==> src/sv/sal_pkg.sv <==
// Shared types and constants for the shifting array list.
package sal_pkg;

    localparam int DATA_W = 32;   // entry word width
    localparam int MODE_W = 3;
    localparam int POS_W  = 6;
    localparam int LEN_W  = 7;    // width of the reported length
    localparam int IDX_W  = 10;   // cell index width, covers the largest store

    localparam logic [MODE_W-1:0] MODE_INS_AT    = 3'd0;
    localparam logic [MODE_W-1:0] MODE_INS_FRONT = 3'd1;
    localparam logic [MODE_W-1:0] MODE_INS_END   = 3'd2;
    localparam logic [MODE_W-1:0] MODE_DEL_FRONT = 3'd3;
    localparam logic [MODE_W-1:0] MODE_DEL_END   = 3'd4;
    localparam logic [MODE_W-1:0] MODE_READ      = 3'd5;

    // Broadcast to every cell of the row
    typedef struct packed {
        logic                     ins;      // insert: shift up from ins_idx
        logic [IDX_W-1:0]         ins_idx;
        logic signed [DATA_W-1:0] value;
        logic                     del;      // delete front: shift down
        logic                     rd_load;  // capture entry at rd_idx into read chain
        logic [IDX_W-1:0]         rd_idx;
        logic                     rd_shift; // move read chain toward cell 0
    } cell_ctrl_t;

    typedef struct packed {
        logic                     ok;
        logic [LEN_W-1:0]         length;
        logic                     is_empty;
        logic                     is_full;
        logic signed [DATA_W-1:0] read_value;
    } result_t;

endpackage

==> src/sv/sal_cell.sv <==
// One storage cell of the list: holds an entry and a read-chain stage.
module sal_cell #(
    parameter int INDEX = 0
) (
    input  logic                              aclk,
    input  sal_pkg::cell_ctrl_t               ctrl,
    input  logic signed [sal_pkg::DATA_W-1:0] lower_entry,  // entry of cell INDEX-1
    input  logic signed [sal_pkg::DATA_W-1:0] upper_entry,  // entry of cell INDEX+1
    input  logic signed [sal_pkg::DATA_W-1:0] upper_rd,     // read chain of cell INDEX+1
    output logic signed [sal_pkg::DATA_W-1:0] entry,
    output logic signed [sal_pkg::DATA_W-1:0] rd
);
    import sal_pkg::*;

    localparam logic [IDX_W-1:0] MY_IDX = IDX_W'(INDEX);

    logic signed [DATA_W-1:0] entry_reg, entry_next;
    logic signed [DATA_W-1:0] rd_reg, rd_next;

    always_comb begin
        entry_next = entry_reg;
        if (ctrl.ins) begin
            if (MY_IDX == ctrl.ins_idx) begin
                entry_next = ctrl.value;
            end else if (MY_IDX > ctrl.ins_idx) begin
                entry_next = lower_entry;
            end
        end else if (ctrl.del) begin
            entry_next = upper_entry;
        end
    end

    always_comb begin
        rd_next = rd_reg;
        if (ctrl.rd_load) begin
            rd_next = (MY_IDX == ctrl.rd_idx) ? entry_reg : '0;
        end else if (ctrl.rd_shift) begin
            rd_next = upper_rd;
        end
    end

    // payload only, no reset
    always_ff @(posedge aclk) begin
        entry_reg <= entry_next;
        rd_reg    <= rd_next;
    end

    assign entry = entry_reg;
    assign rd    = rd_reg;

endmodule

==> config.mk <==
export PLATFORM = sky130hd
export DESIGN_NAME = sal_cell
export DESIGN_NICKNAME = d
export VERILOG_FILES = /design/src/sv/sal_pkg.sv /design/src/sv/sal_cell.sv
export SDC_FILE = /design/constraint.sdc
export NUM_CORES = 1
export LEC_CHECK = 0
export BUFFER_PORTS_ARGS = -buffer_cell sky130_fd_sc_hd__buf_2
export CORE_UTILIZATION = 47
export CTS_CLUSTER_DIAMETER = 120
export DETAILED_ROUTE_END_ITERATION = 10
export PLACE_DENSITY = 0.95
export SLEW_MARGIN = 20
export SYNTH_ARGS = -nofsm -noshare
export SYNTH_HDL_FRONTEND = slang
export SYNTH_SLANG_ARGS = --single-unit
==> constraint.sdc <==
create_clock -name aclk -period 12.5 [get_ports aclk]
set_clock_uncertainty 0.05 [all_clocks]
set_input_delay 3.75 -clock aclk [delete_from_list [all_inputs] [get_ports aclk]]
set_output_delay 3.75 -clock aclk [all_outputs]
set_load 0.005 [all_outputs]
# Yosys cells after proc, flatten, opt, wreduce, memory -nomap -nowiden
# Cells that the tools add are included.
[totals]
ff_bits = 64
inputBits = 153
[op_classes]
order_cmp = 1
eq_ne = 1
n_mux = 7
n_reduce_logical = 5
[ops]
columns = ["op", "count"]
rows = [
  ["32-bit 2-to-1 mux", 7],
  ["10-bit logical NOT", 2],
  ["1-bit by 10-bit greater-than comparator with 1-bit output (first input constant)", 1],
  ["2-bit nonzero test", 2],
  ["3-bit by 1-bit != test with 1-bit output (second input constant)", 1],
  ["2-bit AND reduction", 1],
]

# Depth between registers and ports, before layout
# Gate-level depths: netlist of run 1.
[depth]
depth_word = 4
depth_mapped = 5

# Worst setup path after synthesis of run 1
# Ideal clock, no wire load.
[synth_path]
path_kind = "input port to flip-flop"
from = "input port ctrl[55] (netlist bit)"
to = "register entry_reg[0] (netlist: entry[0]), enable pin"
setup_time_ns = 0.466
arrival_ns = 6.461
setup_slack_ns = 5.523
cell_stages = 3
path_buffers = 2
path_cell_list = "clkbuf_1 -> clkbuf_1 -> o21ai_0"
[synth_via]
elab_chain_len = 2
[synth_rtl]
columns = ["element", "line_no", "text"]
rows = [
  ["start: declaration", "sal_cell.sv:6", "input sal_pkg::cell_ctrl_t ctrl,"],
  ["3-bit by 1-bit != test with 1-bit output (no source line) or 2-bit nonzero test (tied branches)", "n/a", ""],
  ["2-bit AND reduction (no source line) *", "n/a", ""],
  ["end signal: assignment", "sal_cell.sv:44", "entry_reg <= entry_next;"],
  ["end: declaration", "sal_cell.sv:17", "logic signed [DATA_W-1:0] entry_reg, entry_next;"],
]
# Every way passes the cells marked *; elsewhere a longest branch is shown, timed or not.
# A chain may end at the register's enable or synchronous reset.

# Final worst setup path of run 1
[layout_path]
from = "input port ctrl[49] (netlist bit)"
to = "register entry_reg[13] (netlist: entry[13]) (data pin)"
[layout_via]
elab_chain_len = 3
[layout_rtl]
columns = ["element", "line_no", "text"]
rows = [
  ["10-bit logical NOT", "sal_cell.sv:23", "if (MY_IDX == ctrl.ins_idx) begin"],
  ["32-bit 2-to-1 mux", "sal_cell.sv:23", ""],
  ["32-bit 2-to-1 mux", "sal_cell.sv:22", "if (ctrl.ins) begin"],
  ["net entry_next[13]", "sal_cell.sv:17", ""],
]
# The timed path passes the listed nets, and every way through them passes these cells.

==> results of run 1 <==
[per-stage QoR]
step	utilization, %	worst slack, ns	power (mW)	hold slack (ns)
detailed placement	63.2	6.64	0.358	0.564
finish	65.8	6.92	0.524	0.583
CTS	65.7	6.96	0.526	0.581
global route	65.8	6.81	0.547	0.607
global placement	63.2	6.70	0.354	0.548
floorplan	-	5.52	0.307	0.548
[cell usage in the layout (no fill, tap or decap), types with 4 or more instances in the layout]
cell / count
sky130_fd_sc_hd__buf_2: 216
sky130_fd_sc_hd__edfxtp_1: 64
sky130_fd_sc_hd__buf_4: 4
sky130_fd_sc_hd__a31oi_1: 32
sky130_fd_sc_hd__nor2_1: 33
sky130_fd_sc_hd__nand2_1: 32
sky130_fd_sc_hd__nand4_1: 33
sky130_fd_sc_hd__clkbuf_8: 9
sky130_fd_sc_hd__o22ai_1: 32
sky130_fd_sc_hd__inv_1: 33
sky130_fd_sc_hd__o31ai_2: 30
[logic make-up (layout without fill, tap and decap cells)]
| family | after synthesis | in the layout | synth area share [%] |
|---|---|---|---|
| AND/OR/NAND/NOR | 108 | 108 | 14.7 |
| flip-flops | 64 | 64 | 53.4 |
| AO/OA/AOI/OAI | 97 | 97 | 22.1 |
| buffers and inverters | 71 | 269 | 9.81 |
[synth_stat cells (all sizes together)]
| cell | instances | area, µm² |
|---|---|---|
| edfxtp | 64 | 1920 |
| nand4 | 33 | 206 |
| nor4 | 4 | 37.5 |
| or4 | 2 | 18.8 |
| o22ai | 32 | 200 |
| o21ai | 1 | 5.00 |
| nand3 | 1 | 5.00 |
| or2 | 2 | 12.5 |
| buf | 17 | 150 |
| inv | 33 | 124 |
| nand2 | 32 | 120 |
| a31oi | 32 | 200 |
| nor2 | 34 | 128 |
| o31ai | 32 | 390 |
| clkbuf | 21 | 78.8 |
[power breakdown]
| part | total, mW | internal [mW] | leakage [nW] | switching [mW] |
|---|---|---|---|---|
| logic | 0.0882 | 0.0412 | 1.37 | 0.0470 |
| registers | 0.266 | 0.257 | 0.645 | 0.00861 |
| clock network | 0.170 | 0.0911 | 0.0937 | 0.0789 |
[worst register-to-register path: cells and delay by family (launching register included)]
kind | cells | cell delay [ns]
flip-flops | 1 | 0.47
AND/OR/NAND/NOR | 1 | 0.11
AO/OA/AOI/OAI | 1 | 0.08
[worst paths after layout]
kind	slack, ns	startpoint	to
worst max-delay path	6.92	ctrl[49]	entry[13]$_DFFE_PP_
worst min-delay path	0.58	entry[16]$_DFFE_PP_	rd[16]$_DFFE_PP_
worst max register to register	11.51	entry[2]$_DFFE_PP_	rd[2]$_DFFE_PP_
worst min register to register	0.58	entry[16]$_DFFE_PP_	rd[16]$_DFFE_PP_
[per-layer routing]
layer | part of all wire (%) | vias to the layer above | GRT usage (%)
met4 | 1.1 | 0 | 8.66
met3 | 7.0 | 14 | 5.45
li1 | - | 1682 | -
met2 | 53 | 182 | 47.0
met5 | 0 | - | 0
met1 | 39 | 1647 | 32.6
[area by class of cell]
type                    instances  area [µm²]  share of cell area, %
clock buffers                  10         128                   2.65
flip-flops and latches         64        1920                   39.9
repair buffers                220        1110                   23.0
multi-input cells             205        1350                   28.1
inverters                      33         124                   2.57
clock inverters                 6        60.1                   1.25
well taps                      99         124                   2.57
==> results.txt, run 1 <==
The flow ran to the end, and the final reports show no timing, DRC or antenna violations. The final count of pins violating max slew came to 0. Entering global routing, the biggest net connects 67 pins. The horizontal die dimension came out at 89.5 µm. The relative area change from synthesis to final layout is 34.0%. The total number of nets in the final design came out at roughly 690. The worst hold path passes through 2 cells. The number of cells on the worst reg-to-reg path is 2.

STA puts the critical path data required time at about 12 ns. The worst-margin pin slew is 1.05 ns. The height of the die is 89.5 µm. Once the clock tree was built, the resizer swapped 0 gates to a different size. The number of library cell types mapped by synthesis is 22. Using the TritonRoute via totals, the vias-per-cell ratio works out to 5.53. The delay contributed by the slowest stage of the critical path came out at about 1.1 ns. The class of the most critical hold timing path is register to register.

The global placement routability congestion is 0.906. The first global-routing pass estimated 15.5 mm of wire. The initial core utilization is 49.1%. After routing, the total negative slack on setup checks comes to 0 ns. After layout, the worst path uses 44.6% of the clock period. The final number of setup-violating endpoints is 0.

The count of nets left with antenna violations after detail routing came out at 0. The aggregate routed wire length came out at 11.0 mm. The H-tree depth is 3.

On the critical path the largest part of the delay comes from simple AND/OR/NAND/NOR gates. The maximum clock path buffer count came out at 2. The CTS tree is done.

After layout, the minimum clock period comes to 5.58 ns. The initial antenna violation count is 0. The quantity of hold-fixing buffers added after cts is 0.

The clock-pin transition on the worst setup and hold timing paths is 0.08 ns. The hold violation count in the final report is 0. Setup repair after global routing left no endpoint under its margin.

The total power per unit cell area is around 110 nW/µm². The sort of element at the start of the critical path is an input port. Across the VDD grid, the largest voltage drop is 0.0000484 V. The clock root buffer master is sky130_fd_sc_hd__clkbuf_8. The classification of the worst setup path is input port to register. The total vias in the final route is between 3000 and 4000. The floorplan step defined a die boundary enclosing 8010 µm². The buffers inserted during post-CTS setup optimization came out at 0. The post-layout instance count excluding filler cells came out at between 600 and 700. For this run, the number of Yosys warnings is 0. In this run the cell area of the synthesized design comes to between 3000 and 4000 µm². The number of violations of the max-capacitance limit is 0. The total non-filler cell area in the finished layout came out at 4820 µm². In this run the cell area measured after placement is 4630 µm². The later pin in the worst-skew pair is clocked with a latency of 0.33 ns. The number of clock sinks seen by CTS came out at 64. The worst setup path is captured at a register.

The I/O pin total is 217. After synthesis the netlist holds a flip-flop and latch count of 64. The per-instance average area after synthesis is about 11 µm².

The post-synth net total is 493. Summed over all layers, the global routing overflow is 0. The slowest stage of the critical path belongs to the cell sky130_fd_sc_hd__or4_2.

The fmax is 179 MHz. The estimated wirelength of the detail-placed design is roughly 8 mm. The number of cells in the design after placement is 621.

The final routed wire length divided by cell count came out at 17.3 µm. The fraction of the yosys area taken by sequential cells came out at a little over half. The relative slew slack came out at 30.3%.

The maximum net fanout on the critical path came out at 32. For this run, design rule violations remaining after detail routing come to 0. The layout cell share with drive strength beyond 1 came out at 50.7%.

The number of clock buffers inserted by TritonCTS is 9. The via count of the first global-routing pass came out at 3118. The count of input and output buffers came out at 216. The first TritonRoute pass finished after 5 iterations. The critical path data arrival time came out at 5.54 ns. The number of design-rule violations left by the first detailed-router iteration is 146.

The post-synthesis instance total came out at 340. The total track usage is 26.6%. The number of antenna diodes in the final layout is 0. The signal on the critical path passes through buf_2, or4_2, o31ai_2, a31oi_1.

The number of placement rows came out at 31. The standard cell core area is 7330 µm². The count of buffer and inverter cells on the critical path is 1. The leakage power figure is about 2.1 nW. The number of inserted filler cells in the final layout came out at between 500 and 600. The number of logic stages on the critical path including buffering came out at 4.
Note: power is estimated with default switching activity, not from simulation.
==> inputs of run 2 (changes only) <==
--- a/config.mk
+++ b/config.mk
@@ -6,10 +6,10 @@
 export NUM_CORES = 1
 export LEC_CHECK = 0
 export BUFFER_PORTS_ARGS = -buffer_cell sky130_fd_sc_hd__buf_2
-export CORE_UTILIZATION = 47
+export CORE_UTILIZATION = 44
 export CTS_CLUSTER_DIAMETER = 120
 export DETAILED_ROUTE_END_ITERATION = 10
-export PLACE_DENSITY = 0.95
+export PLACE_DENSITY = 0.92
 export SLEW_MARGIN = 20
 export SYNTH_ARGS = -nofsm -noshare
 export SYNTH_HDL_FRONTEND = slang
==> constraint.sdc (replaced) <==
create_clock -name aclk -period 5.15 [get_ports aclk]
set_clock_uncertainty 0.05 [all_clocks]
set_input_delay 1.545 -clock aclk [delete_from_list [all_inputs] [get_ports aclk]]
set_output_delay 1.545 -clock aclk [all_outputs]
set_load 0.005 [all_outputs]
==> run 2 against run 1 <==
  * Setup slack got worse by 5.1 ns
  * First-iteration DRC count decreased by 10%
  * Sequential share of layout area decreased by 0.062 points
  * Hold slack got worse by 0.010 ns
  * Critical path type unchanged
  * Largest cell class unchanged
==> results.txt, run 2 (synthesized netlist as in run 1, its figures left out) <==
The run finished with clean final reports. The initial antenna violation count was 0. For this design, the slowest cell found on the critical path is sky130_fd_sc_hd__or4_2. The delay contributed by the slowest stage of the critical path came out at 1.12 ns. Clock tree synthesis selected as its root buffer the cell sky130_fd_sc_hd__clkbuf_8. The number of design-rule violations left by the first detailed-router iteration came out at 131. In this run the most critical hold path is launched from entry[18]$_DFFE_PP_.

Leaving out filler cells and counting taps, the final layout contains 641. The H-tree depth is 3. The worst pin sits at a relative slew slack of 37.2%. The endpoint of the most critical register-to-register path is rd[16]$_DFFE_PP_.

Entering global routing, the biggest net connects 41 pins. Dividing the detail-routed wire length by the instance count gives between 15 and 20 µm. The aggregate negative setup slack is 0 ns. The finished cells cover slightly below 5000 µm². The global placement routability congestion is ~0.94. Pin placement for this block handled 217 I/O pins. Clock-pin slew was measured on the worst setup and hold paths at 0.07 ns.

In this run the cell area measured after placement is 4650 µm². The routed length on met3 is 630 µm. The setup check on the worst reg-to-reg path leaves a slack of about 4.2 ns. The area of the die came out at around 8500 µm². In this run the power density over the cells is about 260 nW/µm². Setup repair after global routing left no endpoint under its margin. The period utilization is 64.0%. The global-route wire length before repair is 16.1 mm.

In this run the remaining antenna-violating nets after routing total 0. The initial core utilization came out at 46.1%. The count of input and output buffers is around 220. The total vias in the final route came out at 3533. The standard cell core area is 7810 µm². The number of placement rows came out at 32. The number of cells in the design after placement came out at 626. Relative to the synthesized area, the layout overhead comes to 34.2%. The worst min-delay path endpoint is rd[18]$_DFFE_PP_.

The number of diodes added for antenna fixing came out at 0. The aggregate global routing overflow came out at 0. The aggregate routed wire length came out at 11.0 mm. Leaving out fill and tap cells, the most frequent cells in the layout are sky130_fd_sc_hd__buf_2, sky130_fd_sc_hd__edfxtp_1, sky130_fd_sc_hd__nand4_1, sky130_fd_sc_hd__nor2_1, sky130_fd_sc_hd__inv_1.

The hold violation count in the final report came out at 0. The via count of the first global-routing pass is about 3200. The number of instances resized during post-cts repair came out at 0.

The leakage power figure came out at ~2.1 nW. Counting the buffers created by CTS gives 9. The buffers inserted during post-CTS setup optimization came out at 0. The final count of pins violating max slew came out at 0.

The length of the first detailed-routing pass in iterations is 5. The total number of nets in the final design is 688. For this block, wires on met1 add up to 4.51 mm. The height of the die is 92.4 µm. The worst setup path is captured at a register. The leading cell type in the layout, fill and taps excluded is sky130_fd_sc_hd__buf_2.

The worst setup path is of the input port to register kind. The quantity of hold-fixing buffers added after cts came out at 0. Cells with a size suffix above 1 make up 50.8% of the layout. The startpoint of the lowest-slack register-to-register path is entry[16]$_DFFE_PP_.

The routed design could run at a clock period as short as 3.29 ns. The CTS tree is done. After detailed routing, the number of vias per cell comes to 5.51.

Data on the critical path arrives at its endpoint at around 3.3 ns. The maximum net fanout on the critical path is 32. The endpoint required time on the critical path is between 5 and 6 ns.

Across the VDD grid, the largest voltage drop is 0.0000983 V. The worst hold path depth is 2. The latest clock arrival within the worst-skew pair is 0.34 ns. The horizontal die dimension came out at a little over 90 µm. The worst-margin pin slew is 0.942 ns. After detailed routing, no signal wire sits above met4. On the final layout, the worst hold slack is 0.573 ns. The number of clock sinks seen by CTS is 64. The post-detailed-route DRC marker count came out at 0.

Global routing used around a quarter of the available tracks across all layers. The estimated wirelength of the detail-placed design came out at 8.26 mm. In this run the worst hold path is classified as register to register.

The routed length on met2 is about 5.6 mm. The tool flagged a number of max-cap violations equal to 0. The fmax is 304 MHz. Traced cell by cell, the critical path runs through buf_2, or4_2, o31ai_1, a31oi_1. The worst register-to-register path has a depth of 2.

Once layout is complete, the utilization of the core stands at 61.9%. Setup violations remaining at the end of the flow were counted as 0. The worst setup path is launched from an input port. The maximum clock path buffer count came out at 2.
run 2: layout make-up:
cell class | instances | area, µm²
Fill cell | 679 | 2980
Clock inverter | 5 | 48.8
Multi-Input combinational cell | 205 | 1350
Sequential cell | 64 | 1920
Tap cell | 102 | 128
Clock buffer | 10 | 128
Inverter | 33 | 124
Timing Repair Buffer | 222 | 1130
run 2: critical path, delay by kind of cell:
| kind | cells | cell delay, ns |
|---|---|---|
| AND/OR/NAND/NOR | 1 | 1.12 |
| AO/OA/AOI/OAI | 2 | 0.51 |
| buffers and inverters | 1 | 0.12 |
run 2: routing by layer:
metal / track usage, % / vias up
li1: - / 1682
met1: 31.1 / 1632
met2: 43.3 / 190
met3: 4.11 / 29
met4: 9.90 / 0
met5: 0 / -
run 2: metrics by stage:
stage / power [mW] / setup slack, ns
floorplan: 0.745 / 0.378
global placement: 0.862 / 1.58
detailed placement: 0.868 / 1.50
CTS: 1.27 / 1.87
global route: 1.31 / 1.82
finish: 1.26 / 1.86
run 2: how the worst max path moves through the flow:
stage	start	endpoint	cells after the start
after floorplan	ctrl[55]	entry[0]$_DFFE_PP_	3
after global placement	ctrl[49]	entry[31]$_DFFE_PP_	4
after detailed placement	ctrl[49]	entry[0]$_DFFE_PP_	4
after CTS	ctrl[49]	entry[0]$_DFFE_PP_	4
after global routing	ctrl[49]	entry[0]$_DFFE_PP_	4
final	ctrl[49]	entry[0]$_DFFE_PP_	4
run 2: report_power, final:
part           total, mW  leakage (nW)  switching (mW)  internal (mW)
Sequential         0.644         0.645          0.0197          0.624
Combinational      0.214          1.38           0.113          0.100
Clock              0.402        0.0933           0.186          0.217
